### config.mk
export PLATFORM = sky130hd
export DESIGN_NAME = ts_packet_pes_reassembler_unit
export DESIGN_NICKNAME = d
export VERILOG_FILES = /design/src/hdl/tspes_pkg.sv /design/src/hdl/tspes_in_stage.sv /design/src/hdl/tspes_pcr.sv /design/src/hdl/tspes_core.sv /design/src/hdl/tspes_out_stage.sv /design/src/hdl/ts_packet_pes_reassembler_unit.sv
export SDC_FILE = /design/constraint.sdc
export NUM_CORES = 1
export LEC_CHECK = 0
export ABC_AREA = 1
export BUFFER_PORTS_ARGS = -buffer_cell sky130_fd_sc_hd__buf_2
export CAP_MARGIN = 20
export CORE_AREA = 2 2 167 169
export CTS_BUF_LIST = sky130_fd_sc_hd__clkbuf_4 sky130_fd_sc_hd__clkbuf_8 sky130_fd_sc_hd__clkbuf_16
export CTS_CLUSTER_SIZE = 8
export DETAILED_ROUTE_END_ITERATION = 7
export DIE_AREA = 0 0 169 171
export PLACE_DENSITY = 0.83
export SETUP_SLACK_MARGIN = 0.4
export SYNTH_ARGS = -nofsm -noshare
export SYNTH_HDL_FRONTEND = slang
export SYNTH_SLANG_ARGS = --single-unit
### constraint.sdc
create_clock -name clk_i -period 12.3 [get_ports clk_i]
set_input_delay 1.23 -clock clk_i [delete_from_list [all_inputs] [get_ports clk_i]]
set_output_delay 1.23 -clock clk_i [all_outputs]
set_load 0.005 [all_outputs]
### src/hdl/tspes_pkg.sv
// ----------------------------------------------------------------------------
// tspes_pkg
// shared types, codes and constants of the transport stream pes reassembler
// ----------------------------------------------------------------------------
package tspes_pkg;

  localparam int unsigned PktLen       = 188;
  localparam logic [7:0]  SyncByte     = 8'h47;
  localparam logic [7:0]  PidHiMask    = 8'h1F;
  localparam logic [7:0]  CcMask       = 8'h0F;
  localparam logic [7:0]  ErrMask      = 8'h80;
  localparam logic [7:0]  PcrFlagMask  = 8'h10;
  localparam logic [7:0]  OpcrFlagMask = 8'h08;
  localparam logic [7:0]  MaxAdaptLen  = 8'd182;
  localparam logic [7:0]  LastPos      = 8'(PktLen - 1);
  localparam logic [16:0] CountMax     = 17'h1FFFF;
  localparam int unsigned OutDataW     = 96;

  // internal per-packet verdict
  typedef enum logic [2:0] {
    V_LOST    = 3'd0,
    V_STARTED = 3'd1,
    V_CONT    = 3'd2,
    V_FIN     = 3'd3,
    V_OTHER   = 3'd4,
    V_DUP     = 3'd5,
    V_UNDEC   = 3'd7
  } verdict_e;

  // reported packet status
  typedef enum logic [2:0] {
    ST_LOST     = 3'd0,
    ST_STARTED  = 3'd1,
    ST_CONTINUE = 3'd2,
    ST_FINISHED = 3'd3,
    ST_OTHER    = 3'd4
  } status_e;

  // one result word (pcr_value is filled in at the output register)
  typedef struct packed {
    logic        payload_valid;
    logic [7:0]  payload_byte;
    logic        packet_done;
    status_e     packet_status;
    logic [12:0] packet_pid;
    logic [3:0]  packet_cc;
    logic [1:0]  adapt_control;
    logic        unit_start;
    logic        error_flag;
    logic        pcr_valid;
    logic [15:0] pes_length;
  } result_t;

endpackage

### src/hdl/tspes_in_stage.sv
// ----------------------------------------------------------------------------
// tspes_in_stage
// input register for one stream word
// ----------------------------------------------------------------------------
module tspes_in_stage (
  input  logic       clk_i,
  input  logic       rst_ni,
  input  logic       s_axis_tvalid,
  output logic       s_axis_tready,
  input  logic [7:0] s_axis_tdata,   // data_byte
  input  logic       s_axis_tuser,   // first_byte
  input  logic       take_i,
  output logic       valid_o,
  output logic [7:0] data_byte_o,
  output logic       first_byte_o
);

  logic       valid_q;
  logic [7:0] byte_q;
  logic       first_q;

  assign s_axis_tready = !valid_q || take_i;

  always_ff @(posedge clk_i or negedge rst_ni) begin
    if (!rst_ni) begin
      valid_q <= 1'b0;
    end else if (s_axis_tready) begin
      valid_q <= s_axis_tvalid;
    end
  end

  always_ff @(posedge clk_i) begin
    if (s_axis_tready && s_axis_tvalid) begin
      byte_q  <= s_axis_tdata;
      first_q <= s_axis_tuser;
    end
  end

  assign valid_o      = valid_q;
  assign data_byte_o  = byte_q;
  assign first_byte_o = first_q;

endmodule

### src/hdl/tspes_pcr.sv
// ----------------------------------------------------------------------------
// tspes_pcr
// registered pcr conversion: base * 300 + extension
// ----------------------------------------------------------------------------
module tspes_pcr (
  input  logic        clk_i,
  input  logic [47:0] pcr_shift_i,
  output logic [41:0] pcr_value_o
);

  logic [41:0] base;
  logic [41:0] ext;
  logic [41:0] pcr_d;
  logic [41:0] pcr_q;

  assign base = {9'd0, pcr_shift_i[47:15]};
  assign ext  = {33'd0, pcr_shift_i[8:0]};

  // 300 = 256 + 32 + 8 + 4
  assign pcr_d = (base << 8) + (base << 5) + (base << 3) + (base << 2) + ext;

  always_ff @(posedge clk_i) begin
    pcr_q <= pcr_d;
  end

  assign pcr_value_o = pcr_q;

endmodule

### src/hdl/tspes_core.sv
// ----------------------------------------------------------------------------
// tspes_core
// per-byte packet decode, pid filter, continuity check and pes tracking
// ----------------------------------------------------------------------------
module tspes_core (
  input  logic              clk_i,
  input  logic              rst_ni,
  input  logic              cfg_wr_en_i,
  input  logic [12:0]       cfg_wr_data_i,
  input  logic              fire_i,
  input  logic [7:0]        data_byte_i,
  input  logic              first_byte_i,
  output tspes_pkg::result_t res_o,
  output logic [47:0]       pcr_shift_o
);
  import tspes_pkg::*;

  logic [12:0] target_pid_q;
  logic [7:0]  pos_q,       pos_d;
  logic [23:0] hdr_q,       hdr_d;
  logic [7:0]  alen_q,      alen_d;
  logic [47:0] pshift_q,    pshift_d;
  logic [3:0]  last_cc_q,   last_cc_d;
  logic        cc_known_q,  cc_known_d;
  logic        assembling_q, assembling_d;
  logic [15:0] pes_len_q,   pes_len_d;
  logic [16:0] pes_cnt_q,   pes_cnt_d;
  verdict_e    verdict_q,   verdict_d;
  logic        pflag_q,     pflag_d;

  logic [7:0]  pos;
  logic [7:0]  b1, b2, b3;
  logic [1:0]  afc;
  logic [12:0] pid;
  logic [3:0]  cc;
  logic        pusi;
  logic [8:0]  start;
  logic        pv;
  result_t     res;

  always_comb begin
    pos = first_byte_i ? 8'd0 : pos_q;
    if (pos > LastPos) begin
      pos = 8'd0;
    end

    hdr_d        = hdr_q;
    alen_d       = alen_q;
    pshift_d     = pshift_q;
    last_cc_d    = last_cc_q;
    cc_known_d   = cc_known_q;
    assembling_d = assembling_q;
    pes_len_d    = pes_len_q;
    pes_cnt_d    = pes_cnt_q;
    verdict_d    = verdict_q;
    pflag_d      = pflag_q;
    res          = '0;
    pv           = 1'b0;

    if (pos == 8'd0) begin
      verdict_d = (data_byte_i == SyncByte) ? V_UNDEC : V_LOST;
      hdr_d     = '0;
      alen_d    = '0;
      pshift_d  = '0;
      pflag_d   = 1'b0;
    end else if (pos <= 8'd3) begin
      hdr_d = {hdr_q[15:0], data_byte_i};
    end

    b1   = hdr_d[23:16];
    b2   = hdr_d[15:8];
    b3   = hdr_d[7:0];
    afc  = b3[5:4];
    pid  = {b1[4:0] & PidHiMask[4:0], b2};
    cc   = b3[3:0] & CcMask[3:0];
    pusi = b1[6];

    // no payload bit
    if (pos == 8'd3 && verdict_d == V_UNDEC && !afc[0]) begin
      verdict_d = V_LOST;
    end
    // adaptation length leaves no room for payload
    if (pos == 8'd4 && afc[1]) begin
      alen_d = data_byte_i;
      if (data_byte_i > MaxAdaptLen && verdict_d == V_UNDEC) begin
        verdict_d = V_LOST;
      end
    end
    if (pos == 8'd5 && afc[1] && alen_d != 8'd0 &&
        (data_byte_i & (PcrFlagMask | OpcrFlagMask)) != 8'd0) begin
      pflag_d = 1'b1;
    end
    if (pos >= 8'd6 && pos <= 8'd11) begin
      pshift_d = {pshift_q[39:0], data_byte_i};
    end

    // verdict on the first payload byte
    start = afc[1] ? ({1'b0, alen_d} + 9'd5) : 9'd4;
    if (pos >= 8'd4 && verdict_d == V_UNDEC && {1'b0, pos} == start) begin
      if (pid != target_pid_q) begin
        verdict_d = V_OTHER;
      end else if (cc_known_q && cc == last_cc_q) begin
        verdict_d = V_DUP;
      end else if (cc_known_q && cc != (last_cc_q + 4'd1)) begin
        assembling_d = 1'b0;
        cc_known_d   = 1'b0;
        verdict_d    = V_LOST;
      end else if (pusi) begin
        assembling_d = 1'b1;
        last_cc_d    = cc;
        cc_known_d   = 1'b1;
        pes_cnt_d    = '0;
        pes_len_d    = '0;
        verdict_d    = V_STARTED;
      end else if (assembling_q) begin
        last_cc_d  = cc;
        cc_known_d = 1'b1;
        verdict_d  = V_CONT;
      end else begin
        verdict_d = V_LOST;
      end
    end

    // payload forwarding, pes length picked from payload bytes 4 and 5
    if (verdict_d == V_STARTED || verdict_d == V_CONT) begin
      if (verdict_d == V_STARTED) begin
        if (pes_cnt_d == 17'd4) begin
          pes_len_d[15:8] = data_byte_i;
        end else if (pes_cnt_d == 17'd5) begin
          pes_len_d[7:0] = data_byte_i;
        end
      end
      if (pes_cnt_d < CountMax) begin
        pes_cnt_d = pes_cnt_d + 17'd1;
      end
      res.payload_valid = 1'b1;
      res.payload_byte  = data_byte_i;
    end

    if (pos == LastPos) begin
      pv = afc[1] && (alen_d >= 8'd7) && pflag_d;
      if (verdict_d == V_UNDEC) begin
        verdict_d = V_LOST;
      end
      if (verdict_d == V_CONT && pes_len_d != 16'd0 &&
          pes_cnt_d >= ({1'b0, pes_len_d} + 17'd6)) begin
        verdict_d    = V_FIN;
        assembling_d = 1'b0;
      end
      case (verdict_d)
        V_STARTED: res.packet_status = ST_STARTED;
        V_CONT:    res.packet_status = ST_CONTINUE;
        V_DUP:     res.packet_status = ST_CONTINUE;
        V_FIN:     res.packet_status = ST_FINISHED;
        V_OTHER:   res.packet_status = ST_OTHER;
        default:   res.packet_status = ST_LOST;
      endcase
      res.packet_done   = 1'b1;
      res.packet_pid    = pid;
      res.packet_cc     = cc;
      res.adapt_control = afc;
      res.unit_start    = pusi;
      res.error_flag    = (b1 & ErrMask) != 8'd0;
      res.pcr_valid     = pv;
      res.pes_length    = pes_len_d;
      pos_d             = 8'd0;
    end else begin
      pos_d = pos + 8'd1;
    end
  end

  always_ff @(posedge clk_i or negedge rst_ni) begin
    if (!rst_ni) begin
      target_pid_q <= '0;
    end else if (cfg_wr_en_i) begin
      target_pid_q <= cfg_wr_data_i;
    end
  end

  always_ff @(posedge clk_i or negedge rst_ni) begin
    if (!rst_ni) begin
      pos_q        <= '0;
      hdr_q        <= '0;
      alen_q       <= '0;
      pshift_q     <= '0;
      last_cc_q    <= '0;
      cc_known_q   <= 1'b0;
      assembling_q <= 1'b0;
      pes_len_q    <= '0;
      pes_cnt_q    <= '0;
      verdict_q    <= V_LOST;
      pflag_q      <= 1'b0;
    end else if (fire_i) begin
      pos_q        <= pos_d;
      hdr_q        <= hdr_d;
      alen_q       <= alen_d;
      pshift_q     <= pshift_d;
      last_cc_q    <= last_cc_d;
      cc_known_q   <= cc_known_d;
      assembling_q <= assembling_d;
      pes_len_q    <= pes_len_d;
      pes_cnt_q    <= pes_cnt_d;
      verdict_q    <= verdict_d;
      pflag_q      <= pflag_d;
    end
  end

  assign res_o       = res;
  assign pcr_shift_o = pshift_q;

endmodule

### src/hdl/tspes_out_stage.sv
// ----------------------------------------------------------------------------
// tspes_out_stage
// result register and output word packing
// ----------------------------------------------------------------------------
module tspes_out_stage (
  input  logic                                clk_i,
  input  logic                                rst_ni,
  input  logic                                load_i,
  input  tspes_pkg::result_t                  res_i,
  input  logic [41:0]                         pcr_value_i,
  output logic                                free_o,
  output logic                                m_axis_tvalid,
  input  logic                                m_axis_tready,
  // payload_byte, packet_status, packet_pid, packet_cc, adapt_control,
  // unit_start, error_flag, pcr_valid, pcr_value, pes_length, zero pad
  output logic [tspes_pkg::OutDataW-1:0]      m_axis_tdata,
  output logic                                m_axis_tuser,  // payload_valid
  output logic                                m_axis_tlast   // packet_done
);
  import tspes_pkg::*;

  logic        valid_q;
  result_t     res_q;
  logic [41:0] pcr_q;

  assign free_o = !valid_q || m_axis_tready;

  always_ff @(posedge clk_i or negedge rst_ni) begin
    if (!rst_ni) begin
      valid_q <= 1'b0;
    end else if (free_o) begin
      valid_q <= load_i;
    end
  end

  always_ff @(posedge clk_i) begin
    if (load_i && free_o) begin
      res_q <= res_i;
      pcr_q <= res_i.pcr_valid ? pcr_value_i : 42'd0;
    end
  end

  assign m_axis_tvalid = valid_q;
  assign m_axis_tuser  = res_q.payload_valid;
  assign m_axis_tlast  = res_q.packet_done;
  assign m_axis_tdata  = {5'd0,
                          res_q.pes_length,
                          pcr_q,
                          res_q.pcr_valid,
                          res_q.error_flag,
                          res_q.unit_start,
                          res_q.adapt_control,
                          res_q.packet_cc,
                          res_q.packet_pid,
                          res_q.packet_status,
                          res_q.payload_byte};

endmodule

### src/hdl/ts_packet_pes_reassembler_unit.sv
// ----------------------------------------------------------------------------
// ts_packet_pes_reassembler_unit
// transport stream packet parser and pes reassembler for one selected pid
// ----------------------------------------------------------------------------
// usage
// - slave stream takes one transport stream byte per word in tdata, tuser
//   marks byte 0 of a 188-byte packet (unmarked packets follow on by count)
// - master stream gives one result word per input word: tuser flags a
//   forwarded pes payload byte, tlast flags the last byte of a packet, and
//   then the packet fields in tdata are valid (zero otherwise)
// - target_pid is written through cfg_wr_en_i / cfg_wr_data_i while idle;
//   the user must keep to this, the block itself does not enforce it
// - an accepted word goes from the input register to the result register
// - throughput: one word per cycle unless the receiver stalls; the input
//   and result registers decouple the sides, per-byte decode is one short stage
// - pcr base*300+ext is computed in its own register from the captured
//   adaptation bytes, long settled by the time the packet's last byte comes
// - reset clears all packet and stream state; the next byte counts as byte 0
// - when the receiver stalls the result word holds and the input register
//   fills, then tready drops until the result is taken
// ----------------------------------------------------------------------------
module ts_packet_pes_reassembler_unit (
  input  logic                           clk_i,
  input  logic                           rst_ni,
  // configuration
  input  logic                           cfg_wr_en_i,
  input  logic [12:0]                    cfg_wr_data_i,   // target_pid
  // byte input
  input  logic                           s_axis_tvalid,
  output logic                           s_axis_tready,
  input  logic [7:0]                     s_axis_tdata,    // data_byte
  input  logic                           s_axis_tuser,    // first_byte
  // result output
  output logic                           m_axis_tvalid,
  input  logic                           m_axis_tready,
  // payload_byte[7:0], packet_status[10:8], packet_pid[23:11],
  // packet_cc[27:24], adapt_control[29:28], unit_start[30], error_flag[31],
  // pcr_valid[32], pcr_value[74:33], pes_length[90:75], zero pad
  output logic [tspes_pkg::OutDataW-1:0] m_axis_tdata,
  output logic                           m_axis_tuser,    // payload_valid
  output logic                           m_axis_tlast     // packet_done
);
  import tspes_pkg::*;

  logic        in_valid;
  logic [7:0]  in_byte;
  logic        in_first;
  logic        out_free;
  logic        fire;
  result_t     res;
  logic [47:0] pcr_shift;
  logic [41:0] pcr_value;

  // a word moves from the input register to the result register
  assign fire = in_valid && out_free;

  tspes_in_stage u_in (
    .clk_i        (clk_i),
    .rst_ni       (rst_ni),
    .s_axis_tvalid(s_axis_tvalid),
    .s_axis_tready(s_axis_tready),
    .s_axis_tdata (s_axis_tdata),
    .s_axis_tuser (s_axis_tuser),
    .take_i       (fire),
    .valid_o      (in_valid),
    .data_byte_o  (in_byte),
    .first_byte_o (in_first)
  );

  // header decode, verdict and pes state
  tspes_core u_core (
    .clk_i        (clk_i),
    .rst_ni       (rst_ni),
    .cfg_wr_en_i  (cfg_wr_en_i),
    .cfg_wr_data_i(cfg_wr_data_i),
    .fire_i       (fire),
    .data_byte_i  (in_byte),
    .first_byte_i (in_first),
    .res_o        (res),
    .pcr_shift_o  (pcr_shift)
  );

  // program clock reference in 27 mhz ticks
  tspes_pcr u_pcr (
    .clk_i       (clk_i),
    .pcr_shift_i (pcr_shift),
    .pcr_value_o (pcr_value)
  );

  tspes_out_stage u_out (
    .clk_i        (clk_i),
    .rst_ni       (rst_ni),
    .load_i       (fire),
    .res_i        (res),
    .pcr_value_i  (pcr_value),
    .free_o       (out_free),
    .m_axis_tvalid(m_axis_tvalid),
    .m_axis_tready(m_axis_tready),
    .m_axis_tdata (m_axis_tdata),
    .m_axis_tuser (m_axis_tuser),
    .m_axis_tlast (m_axis_tlast)
  );

endmodule

## After elaboration in Yosys (flattened, before gate mapping)

Cells that the tools add are included.

- Bits in latches: 0
- RAM bits: 0
- Bits of input ports: 27
- ROM bits: 0
- Logic and storage cells: 172
- Memories kept: 0
- Flip-flop bits (word level): 289
- Output and inout port bits: 100

- Shift operators: 0
- Order comparisons: 9
- $add $sub $neg: 9
- Bitwise gates (word level): 3
- Divide/modulo/power cells: 0
- $mul: 0
- Multiplexer cells: 60
- Eq/ne operators: 23
- Reduce and logical (&&, ||, !) cells: 38

Operator list:

| kind | number |
|---|---|
| 17-bit two-way mux | 7 |
| 16-bit two-way mux | 7 |
| 48-bit two-way mux | 2 |
| 8-bit two-way mux | 8 |
| 24-bit two-way mux | 2 |
| 3-bit two-way mux | 15 |
| 41-bit by 38-bit adder with 42-bit output | 1 |
| 42-bit by 35-bit adder with 42-bit output | 1 |
| 42-bit by 36-bit adder with 42-bit output | 1 |
| 42-bit by 9-bit adder with 42-bit output | 1 |
| 42-bit two-way mux | 1 |
| 17-bit by 3-bit == test with 1-bit output, second input constant | 2 |
| 8-bit by 3-bit greater-or-equal comparator with 1-bit output, second input constant | 3 |
| 1-bit logical AND | 19 |
| 3-bit == test, second input constant | 6 |
| 9-bit two-way mux | 2 |
| 16-bit by 3-bit adder with 17-bit output, second input constant | 1 |
| 17-bit by 1-bit adder with 17-bit output, second input constant | 1 |
| 17-bit greater-or-equal comparator | 1 |
| 17-bit < comparator, second input constant | 1 |
| 8-bit by 3-bit == test with 1-bit output, second input constant | 2 |
| 8-bit greater-than comparator, second input constant | 2 |
| 16-bit nonzero test | 1 |
| 8-bit nonzero test | 2 |
| 28 further kinds | 53 |

## Depth between registers and ports, before layout

- Word-level depth: 31
- Gate-level depth with buffers: 64
- Depth with buffers taken out: 60

## By module

Synthesis repeated with hierarchy kept, for this count alone.

- Cells, all modules: 2219
- Area, all modules: 18435.2 µm²

Modules (own cells, without submodules):

| module | area an instance (µm²) | times used | seq. area each (µm²) | cells an instance |
|---|---|---|---|---|
| tspes_core | 9436.6 | 1 | 3578.4 | 1293 |
| tspes_pcr | 5413.9 | 1 | 840.8 | 715 |
| tspes_out_stage | 3261.9 | 1 | 2817.7 | 194 |
| tspes_in_stage | 315.3 | 1 | 295.3 | 15 |
| ts_packet_pes_reassembler_unit | 7.5 | 1 | 0.0 | 2 |

## Worst setup path before layout

No wires, ideal clock.

- Kind: reg-to-reg
- From: reg u_in.first_q (netlist: u_in.first_byte_o)
- To: reg u_out.res_q, in the netlist u_out.m_axis_tdata[8] (data pin)
- Cell stages (with the launch flop): 60
- Arrival time: 6.767 ns
- Slack: 5.267 ns
- Data required time: 12.034 ns
- Path buffers: 4
- Setup time: 0.266 ns
- Period minus slack after synthesis: 7.033 ns
- Path through: edfxtp_1 -> nor2_4 -> nand3_2 -> nand2_2 -> nand2_4 -> inv_1 -> nor2_1 -> inv_1 -> nor2_1 -> inv_1 -> ha_1 -> buf_6 -> nor2_1 -> nand4_1 -> nand2_2 -> nand3_1 -> nand2_2 -> inv_1 -> [24 not listed] -> nor2_2 -> nand2_2 -> nor2_4 -> nand2_1 -> xor2_1 -> ha_1 -> nand2_1 -> inv_1 -> o21ai_0 -> nand2_1 -> a41oi_1 -> o21ai_0 -> a21oi_1 -> nor2_1 -> nand2_1 -> nand2_1 -> nand2_1 -> nor2_1

- Elaborated cells on any way between the ends: 82
- Those cells by class: add/sub: 3; order compare: 5; eq/ne: 21; mux: 38; reduce/logical: 15

RTL lines:

| element | line | RTL |
|---|---|---|
| start: declaration | tspes_in_stage.sv:20 | `logic first_q;` |
| start signal: assignment | tspes_in_stage.sv:35 | `first_q <= s_axis_tuser;` |
| 8-bit two-way mux * | tspes_core.sv:42 | `pos = first_byte_i ? 8'd0 : pos_q;` |
| 8-bit greater-than comparator | tspes_core.sv:43 | `if (pos > LastPos) begin` |
| 8-bit two-way mux * | tspes_core.sv:43 |  |
| 8-bit by 2-bit <= comparator with 1-bit output | tspes_core.sv:66 | `end else if (pos <= 8'd3) begin` |
| 24-bit two-way mux | tspes_core.sv:66 |  |
| 24-bit two-way mux | tspes_core.sv:60 | `if (pos == 8'd0) begin` |
| 1-bit logical AND | tspes_core.sv:83 | `if (pos == 8'd4 && afc[1]) begin` |
| 8-bit two-way mux * | tspes_core.sv:83 |  |
| net u_core.alen_d[0] | tspes_core.sv:21 | `logic [7:0] alen_q, alen_d;` |
| [10 not listed] | n/a |  |
| 16-bit by 3-bit adder with 17-bit output / 16-bit nonzero test (equally long branches) | tspes_core.sv:146, tspes_core.sv:145 |  |
| 17-bit greater-or-equal comparator / 1-bit logical AND (equally long branches) | tspes_core.sv:146, tspes_core.sv:145 |  |
| 1-bit logical AND | tspes_core.sv:145 | `if (verdict_d == V_CONT && pes_len_d != 16'd0 &&` |
| 3-bit two-way mux * | tspes_core.sv:145 |  |
| 3-bit two-way mux * | tspes_core.sv:140 | `if (pos == LastPos) begin` |
| 3-bit by 2-bit == test with 1-bit output / 3-bit == test (equally long branches) | tspes_core.sv:150 | `case (verdict_d)` |
| 2-bit OR reduction (no source line) | n/a |  |
| 3-bit case mux with 4 select lines * | tspes_core.sv:150 |  |
| end signal: assignment | tspes_out_stage.sv:38 | `res_q <= res_i;` |
| end: declaration | tspes_out_stage.sv:23 | `result_t res_q;` |

Mark *: on every way through the listed nets, which the timed path passes. The rest lies on a longest branch. The select of a mux whose other input is x is not followed.
A chain may end at the register's enable or synchronous reset.

## Final worst setup path

Same ends and word-level chain as after synthesis.

==> out/summary.json <==
{
  "fin_setup_tns_ns": 0,
  "post_synth.cell_area_avg_um2": 9.190,
  "synth.yosys.warnings": 0,
  "hp-class": "reg -> reg",
  "launch_instance_of_the_worst_min_delay_path": "u_core.pcr_shift_o[1]",
  "number_of_drc_violations_after_detailed_routing": 0,
  "global_route.usage.met1": 0.3802,
  "most_frequent_cell_after_synthesis": "nand2_1",
  "reg2reg_setup_slack_ns": 3.43,
  "synth_top_area_share": 0.2117,
  "dr_vias": 13260,
  "die_width_um": 169,
  "sequentialPowerShare": 0.379,
  "post-route-min-period_ns": 8.868,
  "fp.dieArea_mm2": 0.02890,
  "synth_cell_types": 61,
  "clock_path_buffers": 3,
  "regToRegEndpoint": "u_out.m_axis_tdata[8]",
  "post_synth_instance_area_mm2": 0.01714,
  "globalRouteMet2Util": 0.4795,
  "status": "finished, final reports clean",
  "power.net_switching_mw": 1.092,
  "power.density_mw_per_mm2": 166.9,
  "vdd_ir_drop_max_uv": 110.2,
  "synthDominantAreaCellType": "dfrtp_1",
  "skew_ns": 0.02130,
  "cts.htree.levels": 2,
  "critical_path.endpoint_type": "flop",
  "synth_commonest_cells": "323 x nand2_1, 275 x inv_1, 153 x nor2_1",
  "placement_rows": 61,
  "grt_max_degree": 79,
  "drt_iter0_drc": 1063,
  "gp_routability_congestion": 0.8980,
  "crit_type": "reg -> reg",
  "synth.top_cells.by_area": "dfrtp_1 21%, edfxtp_1 18%, ha_1 7.8%, fa_1 7.6%, nand2_1 7.1%",
  "worstPathMaxFanout": 49,
  "critical_path.startpoint": "u_in.first_byte_o",
  "r2r_start": "u_in.first_byte_o",
  "synth-edff-count": 102,
  "finalCoreUtilization": 0.7062,
  "drt.antenna.violating_nets": 0,
  "initial_core_util": 0.6273,
  "synth-async-reset-ratio": 0.5017,
  "total_routing_usage_gr": 0.2868,
  "ffs_latches_synth": 289,
  "rsz0062_at_grt": "false",
  "number_of_endpoints_with_negative_hold_slack_in_the_final_report": 0,
  "cts.hold.buffers_added": 0,
  "path_clk_slew_ns": 0.05,
  "switching_share": 0.3392,
  "clock_insertion_delay_at_the_later_pin_of_the_skew_report_ns": 0.53,
  "max-slew-margin-rel": 0.3952,
  "drt_pass1_iterations": 6,
  "timing.critical_path.mode_cell": "nor2_1",
  "maxCapViolations": 0,
  "wl_per_cell_um": 17.07,
  "worst_hold_path_endpoint": "u_pcr.pcr_value_o[1]",
  "tritoncts": "built",
  "antenna_found_initial": 0,
  "layout-area-overhead-vs-synth_pct": 12.59,
  "grt_overflow": 0,
  "min_path_cells": 0,
  "die_h_um": 171,
  "pwr-share-clk": 0.350,
  "data_arrival_time_of_the_critical_path_ns": 9.13,
  "critical_path_required_ns": 12.56,
  "post_route_cells_drive_above_1_share": 0.1537,
  "drt-total-wl_um": 40330,
  "comb_power_share": 0.271,
  "post_drt_via_cell_ratio": 5.609,
  "synth_ff_type": "dfrtp_1",
  "cts_root_buffer": "clkbuf_16",
  "tritoncts_buffer_count": 42,
  "dp_hpwl_um": 28880,
  "numClockSinks": 289,
  "grt-busiest-layer": "met2",
  "top_level_ports": 127,
  "ctsResizeCount": 0,
  "use_met3": 0.04326,
  "setup_viol_count_final": 0,
  "cellLeakagePower_nw": 9.467,
  "antenna_cells_inserted": 0,
  "finish.net_count": 2185,
  "worstRegToRegCells": 51,
  "setup.worst_path.start_class": "flop",
  "maxSlewViolCount": 0,
  "synthCells": 1865,
  "max_stage_delay_ns": 0.64,
  "tightest_slew_ns": 0.9072,
  "postCtsSetupBuffers": 0,
  "grt_pass1_wl_um": 66160,
  "synth_seq_area_share": 0.4394,
  "portbufs": 121,
  "grt_pass1_vias": 13170,
  "maxClockFrequency_mhz": 112.8,
  "placeableCoreArea_mm2": 0.02732,
  "p_int_mw": 2.128,
  "final_min_period_over_clock_period": 0.7210,
  "timing.critical_path.slowest_stage_cell": "nand4_4"
}
-- metal layers --
layer,part of all wire,vias to the layer above
li1,-,6360
met1,0.43,6380
met2,0.48,417
met3,0.055,98
met4,0.035,0
met5,0,-
-- placed cells by master, fill, tap and decap left out, types with 8 or more instances in the layout --
cell type  instances
edfxtp_1         102
a22oi_1           10
o21ai_1           17
nand3_2            8
nand4_1           28
nor3_1            15
ha_1             107
nand2_2           32
fa_1              65
dfrtp_1          145
a21oi_1           54
clkbuf_4          29
o21ai_0          116
clkbuf_16         43
nor2_1           153
nand3_1           89
dfxtp_1           42
xnor2_1           12
inv_2              9
nor2_4             9
inv_1            274
mux2_2             8
nand2_1          322
buf_2            120
xor2_1            61
buf_4              8
o22ai_1           54
nor2_2            11
-- power by group through the flow --
stage	Clock, mW	Sequential [mW]	Combinational, mW
floorplan	0	1.22	0.625
global placement	0	1.23	0.840
detailed placement	0	1.23	0.855
CTS	1.14	1.22	0.866
global route	1.18	1.23	0.976
finish	1.13	1.22	0.872
-- final cells by class --
cell class	count	area, µm²
multi-input combinational	1238	8262
clock buffer	73	1308
timing repair buffer	129	671.9
fill	2037	8026
clock inverter	2	12.51
tap	346	432.9
inverter	286	1079
sequential	289	7532
-- stage by stage --
step	worst slack (ns)	cell area, µm²	hold WS, ns	cells	total power [mW]
3_3_place_gp	3.887	17980	0.3542	2288	2.069
5_1_grt	2.572	19300	0.4004	2363	3.387
4_1_cts	3.556	19300	0.3785	2363	3.224
2_1_floorplan	5.267	17160	0.3472	1869	1.842
3_5_place_dp	3.585	17980	0.3654	2288	2.087
6_report	3.432	19300	0.3766	2363	3.220
-- kinds of logic (layout without fill, tap and decap cells) --
kind of cell,Yosys count,count (layout),synth area share
xor+xnor,73,73,0.03730
buf+inv,342,490,0.08044
other cells,1,5,0.0002188
flops,289,289,0.4394
simple gates,689,689,0.1846
fa+ha+maj,172,172,0.1540
compound gates,290,290,0.09811
mux,9,9,0.005840
-- sequential cells by signal (all words and copies together) (netlist names), 3 cells and up --
name and cells:
u_core.alen_q 8, u_core.hdr_q 23, u_core.last_cc_q 4, u_core.pcr_shift_o 48
u_core.pes_cnt_q 17, u_core.pes_len_q 16, u_core.pos_q 8, u_core.target_pid_q 13
u_core.verdict_q 3, u_in.data_byte_o 8, u_out.m_axis_tdata 49, u_out.pcr_q 42
u_pcr.pcr_value_o 42
-- worst max-delay path, delay by kind of cell, from the launching register on --
family | cells | cell delay, ns
AND/OR/NAND/NOR | 31 | 4.69
AO/OA/AOI/OAI | 10 | 1.59
adder cells (fa/ha/maj) | 5 | 1.41
flip-flops | 1 | 0.51
buffers and inverters | 5 | 0.40
-- how the worst max path moves through the flow --
stage | endpoint | slack, ns | cells after the start
after floorplan | u_out.m_axis_tdata[8] | 5.27 | 59
after global placement | u_out.m_axis_tdata[8] | 3.89 | 51
after detailed placement | u_core.assembling_q | 3.59 | 53
after CTS | u_out.m_axis_tdata[8] | 3.56 | 54
after global routing | u_out.m_axis_tdata[8] | 2.57 | 56
final | u_out.m_axis_tdata[8] | 3.43 | 51
No activity file was read; power rests on OpenSTA's default activity.
